## src/sv/rpme_pkg.sv

```systemverilog
// ---------------------------------------------------------------------------
// rpme_pkg: shared types and constants of the Rayleigh phase matrix evaluator
// Fixed Q30 arithmetic constants, series coefficients and pipeline structs.
// ---------------------------------------------------------------------------
package rpme_pkg;

    // Fixed point: internal magnitudes are Q30
    localparam int          Q      = 30;
    localparam logic [30:0] ONE_Q  = 31'h4000_0000;
    localparam logic [31:0] PI_Q30 = 32'd3373259426;

    // Angle codes in units of pi/65536
    localparam logic [16:0] ANGLE_PI   = 17'd65536;
    localparam logic [16:0] ANGLE_HALF = 17'd32768;
    localparam logic [16:0] ANGLE_QTR  = 17'd16384;

    // Register indexes
    localparam logic CFG_ISO = 1'b0;
    localparam logic CFG_DEP = 1'b1;

    // Taylor divisors per series step, cosine and sine
    localparam int unsigned K_COS [5] = '{90, 56, 30, 12, 2};
    localparam int unsigned K_SIN [5] = '{110, 72, 42, 20, 6};

    // Per-word flags that travel down the pipe
    typedef struct packed {
        logic valid;
        logic err;
        logic cneg;
    } t_flags;

    // Series section payload
    typedef struct packed {
        t_flags      fl;
        logic        is_sin;
        logic [29:0] x;
        logic [29:0] x2;
    } t_cpipe;

endpackage

```

## src/sv/rpme_step.sv

```systemverilog
// ---------------------------------------------------------------------------
// rpme_step: one nested Taylor step, t = ONE - (x2*t)/k
// Three register stages: product, reciprocal multiply, correct and subtract.
// ---------------------------------------------------------------------------
module rpme_step import rpme_pkg::*; #(
    parameter int STEP = 0
) (
    input  logic        i_clk,
    input  logic        i_rst_n,
    input  logic        i_en,
    input  t_cpipe      i_ctl,
    input  logic [30:0] i_t,
    output t_cpipe      o_ctl,
    output logic [30:0] o_t
);

    localparam logic [6:0]  K_C = 7'(K_COS[STEP]);
    localparam logic [6:0]  K_S = 7'(K_SIN[STEP]);
    localparam logic [31:0] M_C = 32'((64'd1 << 32) / K_COS[STEP]);
    localparam logic [31:0] M_S = 32'((64'd1 << 32) / K_SIN[STEP]);

    t_cpipe      r_a_ctl, r_b_ctl, r_c_ctl;
    logic [29:0] r_a_p, r_b_p, r_b_qe;
    logic [30:0] r_c_t;

    logic [60:0] prod_a;
    logic [61:0] prod_b;
    logic [6:0]  k;
    logic [36:0] qk, rem;
    logic [29:0] q;

    // Product, reciprocal estimate, exact truncating correction
    always_comb begin
        prod_a = {30'b0, i_ctl.x2} * {30'b0, i_t};
        prod_b = {32'b0, r_a_p} * {30'b0, (r_a_ctl.is_sin ? M_S : M_C)};
        k      = r_b_ctl.is_sin ? K_S : K_C;
        qk     = {7'b0, r_b_qe} * {30'b0, k};
        rem    = {7'b0, r_b_p} - qk;
        q      = r_b_qe + {29'b0, (rem >= {30'b0, k})};
    end

    always_ff @(posedge i_clk) begin
        if (!i_rst_n) begin
            r_a_ctl.fl.valid <= 1'b0;
            r_b_ctl.fl.valid <= 1'b0;
            r_c_ctl.fl.valid <= 1'b0;
        end else if (i_en) begin
            r_a_ctl <= i_ctl;
            r_a_p   <= prod_a[59:30];
            r_b_ctl <= r_a_ctl;
            r_b_p   <= r_a_p;
            r_b_qe  <= prod_b[61:32];
            r_c_ctl <= r_b_ctl;
            r_c_t   <= ONE_Q - {1'b0, q};
        end
    end

    assign o_ctl = r_c_ctl;
    assign o_t   = r_c_t;

endmodule

```

## config.mk

```make
export PLATFORM = sky130hd
export DESIGN_NAME = rpme_step
export DESIGN_NICKNAME = d
export VERILOG_FILES = /design/src/sv/rpme_pkg.sv /design/src/sv/rpme_step.sv
export SDC_FILE = /design/constraint.sdc
export NUM_CORES = 2
export LEC_CHECK = 0
export ABC_AREA = 1
export BUFFER_PORTS_ARGS = -buffer_cell sky130_fd_sc_hd__buf_2
export CELL_PAD_IN_SITES_DETAIL_PLACEMENT = 0
export CELL_PAD_IN_SITES_GLOBAL_PLACEMENT = 1
export CORE_MARGIN = 4
export CORE_UTILIZATION = 38
export CTS_CLUSTER_SIZE = 8
export DETAILED_ROUTE_END_ITERATION = 8
export GPL_TIMING_DRIVEN = 0
export PLACE_DENSITY_LB_ADDON = 0.1
export SYNTH_ARGS = -nofsm -noshare
export SYNTH_HDL_FRONTEND = slang
export SYNTH_SLANG_ARGS = --single-unit
```

## constraint.sdc

```tcl
create_clock -name i_clk -period 6.7 [get_ports i_clk]
set_input_delay 0.67 -clock i_clk [delete_from_list [all_inputs] [get_ports i_clk]]
set_output_delay 0.67 -clock i_clk [all_outputs]
set_load 0.005 [all_outputs]
```

==> impl_metrics.yaml <==
clocking:
  h-tree-depth: 2
  number_of_buffers_added_to_fix_hold_violations_after_cts: 0
  cts_buffers: 47
  clkTransAtPathRegs_ps: 60
  cts_tree: "done"
  clkLatencyLatePin_ps: 660
  cts_num_sinks: 307
  cts.path.max_buffers: 3
  ctsRootBufferMaster: "sky130_fd_sc_hd__clkbuf_16"
sta:
  min_period_over_period_pct: 105
  hold_viol: 0
  rsz0062_at_grt: "true"
  final_critical_path_setup_slack_ps: -354
  max_freq_mhz: 142
  finalWorstPathRequiredPeriod_ps: 7050
  finalHoldWorstSlack_ps: 187
  worstMarginPinSlew_ps: 946
  timing.final.max_slew_violations: 0
  fin_tns_setup_ps: -4320
  setup_violations: 26
  fin_skew_ps: 45.4
  timing.slew.headroom_pct: 36.9
critical_path:
  timing.critical_path.required_ps: 7110
  critPathMaxStageDelay_ps: 660
  path_buf_inv: 7
  end_kind: "flop"
  critical_path.slowest_cell: "sky130_fd_sc_hd__edfxtp_1"
  critical-path-top-delay-family: "adder cells"
  criticalPathCategory: "reg -> reg"
  kind_of_launch_point_of_the_worst_setup_path: "flop"
  worst-path-max-fanout: 7
  arr_time_crit_path_ps: 7460
  critPathMostFrequentCell: "sky130_fd_sc_hd__nand2_1"
status:
  violations_in_the_final_reports: "negative setup slack"
  outcome: "complete, but fails checks"
place:
  hpwl_um: 191000
  place_inst: 9849
  routabilityCongestion: 0.925
  placedInstanceArea_mm2: 0.0688
  place.port_buffers: 164
logic_synthesis:
  synthesis.area_per_instance_um2: 8.78
  post_synth_instance_area_mm2: 0.0647
  synth_cell_types: 47
  postSynthRegisterBits: 307
  post_synthesis_sequential_area_ratio_pct: 14.2
  yosysWarningCount: 0
  synth_largest_area_cell: "sky130_fd_sc_hd__fa_1"
  synth_area_leaders: "sky130_fd_sc_hd__fa_1 42%, sky130_fd_sc_hd__edfxtp_1 14%, sky130_fd_sc_hd__inv_1 13%"
  synth-edff-count: 304
  ys_async_sr_fraction_pct: 0
  synthesis.instances: 7375
  synth_top_flop_cell: "sky130_fd_sc_hd__edfxtp_1"
  synth.top_cell.area_share_pct: 41.8
floorplanning:
  ioPinCount: 193
  number_of_placement_rows: 151
  initial_core_util_pct: 38.2
  dieArea_mm2: 0.177
  core_area_mm2: 0.169
  fp.dieH_um: 421
  die_x_um: 421
grt:
  grt_max_degree: 46
  first_pass_grt_wire_length_um: 338000
  grt_antenna_before_repair: 5
  global_route.overflow_total: 0
  globalRouteTotalUtil_pct: 26.1
  grt_pass1_vias: 51900
cells_and_area:
  fillCellCount: 16800
  final_cell_area_mm2: 0.0772
  nets_final: 9968
  layout.cells.non_filler: 10200
  final_layout_size_suffix_gt1_share_pct: 17.0
  areaGrowthSynthToFinish_pct: 19.3
detailed_routing:
  drt_iter0_markers: 2923
  wl_per_cell_um: 22.5
  detail-route-antenna-nets: 0
  drt_wl_total_um: 229000
  detailedRoute.firstPassIterationCount: 6
  route.vias.total: 48800
  remaining_drcs: 0
  vias_per_cell: 4.80
min_path:
  hold_path_class: "in -> reg"
run:
  cap_violations: 0
[worst register-to-register path, delay by kind of cell (launching register included)]
kind          cells  cell delay (ps)
fa+ha+maj         7             2720
simple gates     24             2680
xor+xnor          1              190
flops             1              660
buf+inv           7              590
[state kept, by name (all words and copies together), names as in the netlist]
signal / cells
o_ctl: 64
o_t: 31
r_a_ctl: 64
r_a_p: 30
r_b_ctl: 64
r_b_p: 30
r_b_qe: 24
[layout by cell type, fill, tap and decap left out, types with 68 or more instances in the layout]
| master | count |
|---|---|
| sky130_fd_sc_hd__clkbuf_16 | 68 |
| sky130_fd_sc_hd__o21ai_0 | 85 |
| sky130_fd_sc_hd__fa_1 | 1299 |
| sky130_fd_sc_hd__buf_2 | 164 |
| sky130_fd_sc_hd__a21oi_1 | 100 |
| sky130_fd_sc_hd__nand2_2 | 123 |
| sky130_fd_sc_hd__nand3_1 | 92 |
| sky130_fd_sc_hd__inv_1 | 2155 |
| sky130_fd_sc_hd__nand2_1 | 1426 |
| sky130_fd_sc_hd__nor2_1 | 235 |
| sky130_fd_sc_hd__inv_2 | 80 |
| sky130_fd_sc_hd__conb_1 | 86 |
| sky130_fd_sc_hd__ha_1 | 542 |
| sky130_fd_sc_hd__buf_4 | 208 |
| sky130_fd_sc_hd__nor2_4 | 73 |
| sky130_fd_sc_hd__edfxtp_1 | 304 |
[synthesized netlist by cell type, types with 22 or more instances]
| master | instances |
|---|---|
| sky130_fd_sc_hd__nand4_1 | 28 |
| sky130_fd_sc_hd__nor3_1 | 24 |
| sky130_fd_sc_hd__clkbuf_1 | 193 |
| sky130_fd_sc_hd__fa_1 | 1351 |
| sky130_fd_sc_hd__edfxtp_1 | 304 |
| sky130_fd_sc_hd__o21ai_0 | 120 |
| sky130_fd_sc_hd__nand2_1 | 1581 |
| sky130_fd_sc_hd__ha_1 | 607 |
| sky130_fd_sc_hd__nand3_1 | 126 |
| sky130_fd_sc_hd__xor2_1 | 61 |
| sky130_fd_sc_hd__inv_1 | 2249 |
| sky130_fd_sc_hd__nor2_1 | 356 |
| sky130_fd_sc_hd__a21oi_1 | 168 |
| sky130_fd_sc_hd__o21bai_1 | 22 |
[cell families after synthesis]
family / Yosys count / share of synthesized area, %
compound gates: 385 / 3.32
xor+xnor: 83 / 1.13
fa+ha+maj: 1958 / 53.5
buf+inv: 2454 / 14.2
flops: 307 / 14.2
other cells: 2 / 0.0116
simple gates: 2186 / 13.6
[per-layer routing]
| metal | GRT usage (%) | part of all wire, % |
|---|---|---|
| met1 | 34.3 | 42 |
| met2 | 45.8 | 50 |
| met3 | 2.60 | 4.4 |
| met4 | 7.74 | 3.7 |
| met5 | 0 | 0 |
[what timing repair did]
| item | in CTS | in global routing |
|---|---|---|
| resized for setup | 660 | 905 |
| cloned | 1 | 12 |
| setup endpoints to repair | 85 | 79 |
| pin swaps | 67 | 317 |
| buffers inserted | 85 | 138 |
[stage by stage]
stage	util, %	setup slack (ps)
finish	45.6	-354
detailed placement	40.7	-2290
floorplan	-	0.510
global placement	40.6	-2270
global route	45.6	-670
CTS	43.3	-403
[final timing paths]
kind,startpoint,endpoint,slack [ps],depth (start not counted)
setup / recovery,r_b_qe[5],o_t[24],-350,39
hold / removal,i_ctl[45],r_a_ctl[45],190,1
setup reg to reg,r_b_qe[5],o_t[24],-350,39
hold reg to reg,r_a_ctl[58],r_b_ctl[58],380,0
[layout make-up]
| class | count | area [um^2] | area share (%) |
|---|---|---|---|
| diodes | 2 | 5.00 | 0.00648 |
| well taps | 2218 | 2780 | 3.59 |
| multi-input cells | 4698 | 49900 | 64.6 |
| inverters | 2254 | 8530 | 11.0 |
| plain buffers | 197 | 2020 | 2.62 |
| clock buffers | 57 | 1210 | 1.57 |
| repair buffers | 407 | 3510 | 4.54 |
| flip-flops and latches | 307 | 9190 | 11.9 |
| clock inverters | 11 | 92.6 | 0.120 |
Power is left out: the tool's default activity adds up to more than one toggle a clock period on the data nets, which glitch-free logic cannot reach.
