[config.mk]
export PLATFORM = sky130hd
export DESIGN_NAME = rpme_div
export DESIGN_NICKNAME = d
export VERILOG_FILES = /design/src/sv/rpme_pkg.sv /design/src/sv/rpme_div.sv
export SDC_FILE = /design/constraint.sdc
export NUM_CORES = 1
export LEC_CHECK = 0
export ABC_AREA = 1
export BUFFER_PORTS_ARGS = -buffer_cell sky130_fd_sc_hd__buf_2
export CAP_MARGIN = 10
export CORE_MARGIN = 5
export CORE_UTILIZATION = 40
export DETAILED_ROUTE_END_ITERATION = 6
export GPL_TIMING_DRIVEN = 1
export RECOVER_POWER = 100
export SLEW_MARGIN = 0
export SYNTH_ARGS = -nofsm -noshare
export SYNTH_HDL_FRONTEND = slang
export SYNTH_SLANG_ARGS = --single-unit
[constraint.sdc]
create_clock -name i_clk -period 3.55 [get_ports i_clk]
set_clock_uncertainty 0.2 [all_clocks]
set_input_delay 0.1775 -clock i_clk [delete_from_list [all_inputs] [get_ports i_clk]]
set_output_delay 0.1775 -clock i_clk [all_outputs]
set_load 0.005 [all_outputs]
[src/sv/rpme_pkg.sv]
// ---------------------------------------------------------------------------
// rpme_pkg: shared types and constants of the Rayleigh phase matrix evaluator
// Fixed Q30 arithmetic constants, series coefficients and pipeline structs.
// ---------------------------------------------------------------------------
package rpme_pkg;

    // Fixed point: internal magnitudes are Q30
    localparam int          Q      = 30;
    localparam logic [30:0] ONE_Q  = 31'h4000_0000;
    localparam logic [31:0] PI_Q30 = 32'd3373259426;

    // Angle codes in units of pi/65536
    localparam logic [16:0] ANGLE_PI   = 17'd65536;
    localparam logic [16:0] ANGLE_HALF = 17'd32768;
    localparam logic [16:0] ANGLE_QTR  = 17'd16384;

    // Register indexes
    localparam logic CFG_ISO = 1'b0;
    localparam logic CFG_DEP = 1'b1;

    // Taylor divisors per series step, cosine and sine
    localparam int unsigned K_COS [5] = '{90, 56, 30, 12, 2};
    localparam int unsigned K_SIN [5] = '{110, 72, 42, 20, 6};

    // Per-word flags that travel down the pipe
    typedef struct packed {
        logic valid;
        logic err;
        logic cneg;
    } t_flags;

    // Series section payload
    typedef struct packed {
        t_flags      fl;
        logic        is_sin;
        logic [29:0] x;
        logic [29:0] x2;
    } t_cpipe;

endpackage

[src/sv/rpme_div.sv]
// ---------------------------------------------------------------------------
// rpme_div: depolarization coefficient divider
// Bit-serial restoring division that forms delta and delta*delta' in Q30
// from the depolarization factor, one quotient bit per cycle.
// ---------------------------------------------------------------------------
module rpme_div import rpme_pkg::*; (
    input  logic        i_clk,
    input  logic        i_rst_n,
    input  logic        i_start,
    input  logic [15:0] i_dep,
    output logic        o_busy,
    output logic [30:0] o_delta,
    output logic [30:0] o_dd,
    output logic        o_ddneg
);

    localparam int NW = 48;

    logic [NW-1:0] r_num_a, r_num_b;
    logic [17:0]   r_den;
    logic [18:0]   r_rem_a, r_rem_b;
    logic [30:0]   r_q_a, r_q_b;
    logic [5:0]    r_cnt;
    logic          r_ddneg;

    logic [17:0]   den;
    logic [16:0]   dd_num;
    logic          dd_neg;
    logic [18:0]   sh_a, sh_b;

    // Set up numerators with the half-up rounding term
    always_comb begin
        den    = 18'd131072 + {2'b0, i_dep};
        dd_neg = ({1'b0, i_dep, 1'b0} > {1'b0, ANGLE_PI});
        dd_num = dd_neg ? ({i_dep, 1'b0} - ANGLE_PI) : (ANGLE_PI - {i_dep, 1'b0});
        sh_a   = {r_rem_a[17:0], r_num_a[NW-1]};
        sh_b   = {r_rem_b[17:0], r_num_b[NW-1]};
    end

    // Shift one quotient bit per cycle
    always_ff @(posedge i_clk) begin
        if (!i_rst_n) begin
            r_cnt   <= '0;
            r_q_a   <= ONE_Q;
            r_q_b   <= ONE_Q;
            r_ddneg <= 1'b0;
        end else if (i_start) begin
            r_cnt   <= 6'(NW);
            r_den   <= den;
            r_num_a <= ({31'b0, ANGLE_PI - {1'b0, i_dep}} << 31) + {31'b0, den[17:1]};
            r_num_b <= ({31'b0, dd_num} << 31) + {31'b0, den[17:1]};
            r_rem_a <= '0;
            r_rem_b <= '0;
            r_ddneg <= dd_neg;
        end else if (r_cnt != '0) begin
            r_cnt   <= r_cnt - 6'd1;
            r_num_a <= {r_num_a[NW-2:0], 1'b0};
            r_num_b <= {r_num_b[NW-2:0], 1'b0};
            if (sh_a >= {1'b0, r_den}) begin
                r_rem_a <= sh_a - {1'b0, r_den};
                r_q_a   <= {r_q_a[29:0], 1'b1};
            end else begin
                r_rem_a <= sh_a;
                r_q_a   <= {r_q_a[29:0], 1'b0};
            end
            if (sh_b >= {1'b0, r_den}) begin
                r_rem_b <= sh_b - {1'b0, r_den};
                r_q_b   <= {r_q_b[29:0], 1'b1};
            end else begin
                r_rem_b <= sh_b;
                r_q_b   <= {r_q_b[29:0], 1'b0};
            end
        end
    end

    assign o_busy  = (r_cnt != '0);
    assign o_delta = r_q_a;
    assign o_dd    = r_q_b;
    assign o_ddneg = r_ddneg;

endmodule

==> flow_summary.ini, run 1 <==
[status]
outcome = finished, violations left
violations = capacitance limit, slew limit

[sta]
rsz0062_at_grt = false
fmax_ghz = 0.343
setup_tns_ps = 0
hold_viol = 0
slew_violations = 95
setup_violations = 0
hold_ws_ps = 270
slew_headroom_pct = -22.0
period_minus_slack_ps = 2910
tightest_slew_ps = 1830
fin_crit_sh_pct = 82.1

[clock_network]
cts_resized = 0
cts_setup_buffers = 0
tritoncts = built
numCtsBuffers = 17
cts-root-buf = clkbuf_16
htreeDepth = 4
clkTransAtPathRegs_ps = 80
clockBufferDepth = 2
clkLatencyLatePin_ps = 440
cts_sinks = 186

[critical_path]
r2r_start = r_cnt[0]
endpoint_kind = flop
crit_required_ps = 3470
crit_type = reg2reg
crit_chain = inv_1 > ha_1 > nand3_1 > nand2_1 > nand2_1 > buf_4
crit_fanout = 31
crit_slowest_cell = nand2_1
reg2reg_to = r_num_a[6]
timing.critical_path.mode_cell = nand2_1
reg2reg_slack_ps = 640
max_stage_delay_ps = 950
start_kind = flop
rr_worst_depth = 6
arrival_ps = 2840

[global_route]
track_usage_pct = 16.9
grtUsageMet2_pct = 27.4
grt_most_used_layer = met2
grt_overflow = 0
antenna_found_initial = 0
grt.met1_usage_pct = 23.7
grt_pass1_vias = 7657
grt_max_degree = 95
use_met3_pct = 2.61
grt_pass1_wl_um = 39500

[synthesis]
synth_ff_type = edfxtp_1
synthTopCellsByCount = nand2_1, nor2_1, inv_1
syn_area_per_cell_sq_um = 7.79
syn_nets = 1366
syn_inst = 1310
synth_top_area_share_pct = 34.4
ys_top_cells_by_area = edfxtp_1, dfxtp_1, nand2_1
seq_area_frac_synth_pct = 47.9
synth.cell_area_sq_mm = 0.0102
yosys_warnings = 0
ys_types = 43
synth_seq_cells = 186
synth_edf_count = 117
async_reset_ff_share_pct = 0
synth_area_leader_cell = edfxtp_1
post-synth-top-count-cell = nand2_1

[floorplan]
dieArea_sq_mm = 0.0288
initial_core_util_pct = 40.5
pin_count = 83
die_w_um = 170
die_height_um = 170
row_count = 58
core_sq_mm = 0.0252

[power]
p_per_area_mw_per_mm2 = 802
p_int_uw = 5470
ir_drop_uv = 505
switching_share_pct = 41.1
combPwrFrac_pct = 40.8
clockPowerShare_pct = 21.8
seqPwrFrac_pct = 37.5
p_leak_uw = 0.00530
p_sw_uw = 3820

[placement]
place_inst = 1686
place_congestion = 0.861
port_buffers = 82
dp_hpwl_um = 17000

[min_path]
min_to = o_delta[30]
hp-class = reg2reg
hold_depth = 2
min_from = o_delta[30]

[cells_and_area]
layout.nets = 1449
synthToLayoutAreaGrowth_pct = 13.4
finalNonFillerCells = 1736
fill_cells = 2508
drive_gt1_share_pct = 7.61
num_antenna_cells = 0

[drt]
via_count = 8386
drtPass1Iterations = 5
drtIter0Drc = 538
drt_wl_total_um = 24300
ant_nets = 0
avgRoutedWirePerCell_um = 14.0
drc = 0
routed_via_density = 4.83

[flow_run]
maxCapViolations = 1
registers in the layout, summed over array words and instances (netlist names):
signal   flops
r_num_b     32
r_cnt        6
o_ddneg      1
r_den       16
o_delta     31
r_rem_b     18
r_num_a     33
r_rem_a     18
o_dd        31
metrics by stage:
step           setup slack, ps  utilization (%)  total power (uW)  area, sq um
2_1_floorplan              863                -              6360        10200
3_3_place_gp               877             43.2              7320        10900
3_5_place_dp               837             43.2              7360        10900
4_1_cts                    839             46.5              9420        11700
5_1_grt                    344             46.0             10000        11600
6_report                   637             46.0              9280        11600
layer usage:
metal,up-vias,wire [um]
met5,-,0
met4,0,320
met3,25,784
met2,136,11500
met1,3850,11700
li1,4375,-
placed cells by master (no fill, tap or decap), types with 3 or more instances in the layout:
cell type      instances
xor2_1                19
inv_8                  4
dlygate4sd3_1         18
xnor2_1                7
dfxtp_1               69
inv_1                149
buf_2                 25
nor2_4                 3
nand2_1              299
inv_2                 14
edfxtp_1             117
clkinv_8               3
a21oi_2                5
nand4_1                5
clkbuf_1              57
clkbuf_16             19
o21bai_1               3
buf_4                  4
a21oi_1               29
nor2_2                 7
a31oi_1                4
o21ai_0               93
nand2_2                8
nor2_1               262
nand3_1               87
o21ai_1               20
ha_1                  35
nor3_1                11
nand3b_1               3
worst max-delay path, delay by kind of cell, from the launching register on:
family / cells / cell delay, ps
AND/OR/NAND/NOR: 3 / 1310
buffers and inverters: 2 / 520
flip-flops: 1 / 350
adder cells (fa/ha/maj): 1 / 200
power by group through the flow:
stage	combinational, uW	clock [uW]	sequential [uW]
CTS	3880	2060	3480
global route	4290	2160	3560
floorplan	2900	0	3460
global placement	3810	0	3500
finish	3780	2020	3480
detailed placement	3840	0	3520
worst max-delay path by stage:
| stage | from | endpoint | cells past startpoint |
|---|---|---|---|
| final | r_cnt[0] | r_num_a[6] | 6 |
| after global routing | r_cnt[0] | r_num_b[38] | 6 |
| after CTS | r_den[14] | r_rem_a[5] | 9 |
| after detailed placement | r_den[14] | r_rem_a[7] | 9 |
| after global placement | r_rem_b[5] | r_rem_b[10] | 10 |
| after floorplan | r_cnt[0] | r_num_a[0] | 5 |
kinds of logic (layout without fill, tap and decap cells):
group                    Yosys count  count (layout)  synth area share, %
AND/OR/NAND/NOR                  695             695                 28.5
adder cells (fa/ha/maj)           37              37                 4.68
buffers and inverters            206             302                 8.16
XOR/XNOR                          26              26                 2.23
flip-flops                       186             186                 47.9
AO/OA/AOI/OAI                    160             160                 8.44
timing repair:
action,CTS,global route
endpoints found under the setup margin,0,0
hold buffers,18,0
hold endpoints to repair,31,0
final cells by class:
class	count	area [sq um]	share of cell area [%]
Tap cell	330	413	3.57
Sequential cell	186	4890	42.3
Timing Repair Buffer	107	579	5.00
Inverter	163	612	5.28
Clock inverter	13	161	1.39
Clock buffer	19	475	4.11
Multi-Input combinational cell	918	4440	38.4
Note: power is estimated with default switching activity, not from simulation.
==> inputs of run 2 (changes only) <==
- clock period: 3.55 -> 2.9 ns (I/O delays scaled with it)
==> run 2 against run 1 <==
Net effect: the flow still finishes with violations (capacitance limit, slew limit); combinational power is 25% higher; via count fell by 0.47%; critical path depth grew 3; wire length up 1.2%; count of clock-buffer cells in the layout shrank 2; worst hold slack improved by 3.9 ps; die area unchanged; utilization grew 0.40 points; sequential share of layout area decreased by 0.37 points; global-route usage is 0.40 points higher; sequential power is 22% higher; design area is 0.87% higher; critical endpoint is now r_num_b[33].
==> flow_summary.ini, run 2 (synthesized netlist as in run 1, its figures left out) <==
[cells_and_area]
largest_register = r_num_a
layout_commonest_cell = nand2_1
largest_reg_flops = 33
multi_input_area_sq_mm = 0.00448
top_regs = r_num_a: 33 flops, r_num_b: 32 flops
fin_util_pct = 46.4
layout.nets = 1455
num_antenna_cells = 0
drive_gt1_share_pct = 8.36
regArea_sq_mm = 0.00489
synthToLayoutAreaGrowth_pct = 14.4
mostFrequentLayoutCells = nand2_1, nor2_1, inv_1
fill_cells = 2518

[global_route]
track_usage_pct = 17.3
grt_overflow = 0
grt_max_degree = 95
grt_pass1_wl_um = 40700
antenna_found_initial = 0
grt_pass1_vias = 7852

[drt]
drtIter0Drc = 566
avgRoutedWirePerCell_um = 14.1
drc = 0
routed_via_density = 4.79
drt_wl_total_um = 24600
ant_nets = 0
drtPass1Iterations = 5
via_count = 8347

[critical_path]
crit_slowest_cell = clkbuf_1
start_kind = input port
crit_buf_inv = 4
max_stage_delay_ps = 620
crit_required_ps = 2890
reg2reg_slack_ps = 190
crit_cells = 9
rr_worst_depth = 10
crit_type = in2reg
crit_fanout = 19
r2r_start = r_den[8]
endpoint_kind = flop
crit_chain = dlygate4sd3_1 > clkbuf_1 > inv_2 > nor4_2 > nand2_2 > nand2_2 > inv_1 > o21ai_0 > nand2_1
arrival_ps = 2700
critPathTopFamily = buffers and inverters
timing.critical_path.mode_cell = nand2_2
reg2reg_to = r_rem_a[0]

[floorplan]
pin_count = 83
die_height_um = 170
dieArea_sq_mm = 0.0288
row_count = 58
core_sq_mm = 0.0252
die_w_um = 170
initial_core_util_pct = 40.5

[min_path]
hp-class = reg2reg
hold_depth = 2
min_from = o_delta[30]
min_to = o_delta[30]

[status]
outcome = finished, violations left
violations = capacitance limit, slew limit

[placement]
port_buffers = 82
dp_hpwl_um = 17200
place_ws_ps = 246
place_congestion = 0.886

[flow_run]
maxCapViolations = 1

[clock_network]
clkTransAtPathRegs_ps = 80
htreeDepth = 4
clockBufferDepth = 2
tritoncts = built
clkLatencyLatePin_ps = 440
cts_sinks = 186
numCtsBuffers = 17
cts_resized = 0
cts_setup_buffers = 0
cts-root-buf = clkbuf_16

[sta]
hold_viol = 0
slew_violations = 95
rsz0062_at_grt = false
setup_violations = 0
fin_crit_sh_pct = 93.5
slew_headroom_pct = -5.83
setup_tns_ps = 0
period_minus_slack_ps = 2710
tightest_slew_ps = 1590
setup_ws_ps = 188
fmax_ghz = 0.369

[power]
p_per_area_mw_per_mm2 = 986
p_leak_uw = 0.00531
ir_drop_uv = 387
-- run 2: worst max-delay path by stage --
| stage | start | endpoint | slack, ps |
|---|---|---|---|
| 6_report | i_dep[15] | r_num_b[33] | 190 |
| 4_1_cts | r_den[8] | r_rem_a[10] | 190 |
| 3_3_place_gp | r_den[8] | r_rem_a[7] | 260 |
| 2_1_floorplan | r_cnt[0] | r_num_a[0] | 210 |
| 5_1_grt | i_dep[15] | r_num_b[33] | 30 |
| 3_5_place_dp | r_den[1] | r_rem_a[1] | 250 |
-- run 2: area by class of cell --
class / instances / area share [%]
clock inverters: 15 / 1.86
inverters: 163 / 5.24
well taps: 330 / 3.54
flip-flops and latches: 186 / 41.9
multi-input cells: 919 / 38.3
clock buffers: 17 / 3.64
repair buffers: 112 / 5.46
-- run 2: report_power, final --
part           internal, uW  switching [uW]  leakage [uW]
combinational          1650            3070       0.00326
clock                  1240            1310      0.000312
sequential             3810             434       0.00174
-- run 2: layer usage --
layer,share of wire [%],global-route usage (%),vias up
met2,47,28.2,120
li1,-,-,4391
met3,3.3,3.26,28
met5,0,0,-
met4,1.4,4.13,0
met1,48,23.8,3808
-- run 2: metrics by stage --
stage | std cells | instance area [sq um] | total power, uW | hold slack [ps]
final | 1742 | 11700 | 11500 | 274
after global routing | 1742 | 11700 | 12500 | 299
after CTS | 1741 | 11800 | 11700 | 275
after detailed placement | 1691 | 11000 | 9070 | 216
after global placement | 1691 | 11000 | 9040 | 214
after floorplan | 1310 | 10200 | 7790 | 43.9
-- run 2: timing repair --
action | CTS | global route
hold buffers | 18 | 0
endpoints found under the hold margin | 35 | 0
endpoints found under the setup margin | 0 | 9
-- run 2: tightest hold or removal path, cell delays in order (launching register included) --
cell and delay [ps]:
dfxtp_1 330, nand2_1 50, nand3_1 70
==> inputs of run 3 (changes only) <==
- CORE_UTILIZATION: 40 -> 60
- PLACE_DENSITY: not set -> 0.8
==> run 3 against run 2 <==
Net effect: the run still ends with capacitance limit, slew limit left; setup slack improved by 62 ps; wire length fell by 6.0%; power down 1.4%; sequential power about the same; global-route usage rose by 6.5 points; count of clock-buffer cells in the layout unchanged; worst hold slack worse by 3.2 ps; die area fell by 32%; via count up 3.3%; critical endpoint is now o_dd[12].
==> flow_summary.ini, run 3 (synthesized netlist as in run 1, its figures left out) <==
[critical_path]
rr_worst_depth = 8
crit_fanout = 29
crit_type = reg2reg
crit_required_ps = 3080
start_kind = flop
endpoint_kind = flop
arrival_ps = 2820

[cells_and_area]
layout_commonest_cell = nand2_1
largest_register = r_num_a
synthToLayoutAreaGrowth_pct = 12.6
regArea_sq_mm = 0.00489
multi_input_area_sq_mm = 0.00447
drive_gt1_share_pct = 8.50
fill_cells = 1373
top_regs = r_num_a: 33 flops, r_num_b: 32 flops
fin_util_pct = 69.1
fin_area_sq_mm = 0.0115
num_antenna_cells = 0
mostFrequentLayoutCells = nand2_1, nor2_1, inv_1
layout.nets = 1454
largest_reg_flops = 33

[drt]
via_count = 8619
ant_nets = 0
wl_met1_um = 10600
drtPass1Iterations = 5
dr_wl_met2_um = 10900
top_layer = met4
avgRoutedWirePerCell_um = 14.2
routed_via_density = 5.28
wl_met3_um = 1070
drtIter0Drc = 791
drc = 0
drt_wl_total_um = 23100

[power]
ir_drop_uv = 539
p_leak_uw = 0.00532
p_per_area_mw_per_mm2 = 987

[placement]
port_buffers = 82
dp_hpwl_um = 16200
place_congestion = 0.945
placed_area_sq_mm = 0.0108

[clock_network]
clkLatencyLatePin_ps = 450
cts_setup_buffers = 0
clockBufferDepth = 2
htreeDepth = 4
clkTransAtPathRegs_ps = 80
numCtsBuffers = 17
cts_resized = 0
cts-root-buf = clkbuf_16
tritoncts = built
cts_sinks = 186

[floorplan]
dieArea_sq_mm = 0.0197
die_height_um = 140
die_w_um = 140
core_sq_mm = 0.0166
initial_core_util_pct = 61.3
pin_count = 83
row_count = 47

[sta]
slew_headroom_pct = -8.66
fin_crit_sh_pct = 91.4
setup_tns_ps = 0
hold_ws_ps = 271
slew_violations = 131
hold_viol = 0
rsz0062_at_grt = false
setup_violations = 0
period_minus_slack_ps = 2650
tightest_slew_ps = 1630
fmax_ghz = 0.377

[status]
outcome = finished, violations left
violations = capacitance limit, slew limit

[global_route]
grt_overflow = 0
grt_pass1_wl_um = 38400
track_usage_pct = 23.7
grt_max_degree = 95
antenna_found_initial = 0
grt_pass1_vias = 7905

[flow_run]
maxCapViolations = 2

[min_path]
hold_depth = 2
hp-class = reg2reg
## run 3: changes by cell type in the layout (fill, tap and decap cells not counted), moves of 4 or more
cell | before | now
buf_2 | 22 | 28
o21ai_1 | 15 | 21
buf_4 | 2 | 6
inv_12 | 8 | 4
clkbuf_1 | 62 | 57
o21ai_0 | 98 | 92
## run 3: area by class of cell
class	instances	share of cell area [%]
clock buffers	17	3.70
clock inverters	15	1.80
inverters	163	5.32
multi-input cells	918	38.9
flip-flops and latches	186	42.6
well taps	220	2.39
repair buffers	112	5.35
## run 3: per-layer routing
layer  track usage (%)  up-vias
met1              32.7     3984
li1                  -     4399
met4              8.06        0
met2              38.4      197
met3              3.72       39
met5                 0        -
## run 3: power by group
group | total, uW | switching, uW | internal, uW
sequential | 4270 | 452 | 3820
combinational | 4650 | 3020 | 1630
clock | 2440 | 1230 | 1210
total | 11400 | 4700 | 6650
## run 3: critical path, cell delays in order (launching register included)
cell     delay, ps
dfxtp_1        350
inv_1           80
ha_1           200
nand3_1        250
nand2_2        340
inv_1          580
buf_4          370
nor2_1          60
nor2_1         110
## run 3: through the flow
stage / cells / total power (uW) / setup slack [ps]
finish: 1631 / 11400 / 250
global route: 1631 / 12300 / 32.1
CTS: 1631 / 11500 / 247
detailed placement: 1581 / 8980 / 291
global placement: 1581 / 8890 / 384
floorplan: 1310 / 7790 / 213
## run 3: repair_timing
action                                 4_1_cts  5_1_grt
hold buffers                                18        0
setup endpoints to repair                    0        0
endpoints found under the hold margin       46        0
## run 3: path summary, 6_finish.rpt
check | startpoint | end | slack [ps]
max reg2reg | r_cnt[0] | o_dd[12] | 250
min | o_delta[30] | o_delta[30] | 270
max | r_cnt[0] | o_dd[12] | 250
min reg2reg | o_delta[30] | o_delta[30] | 270
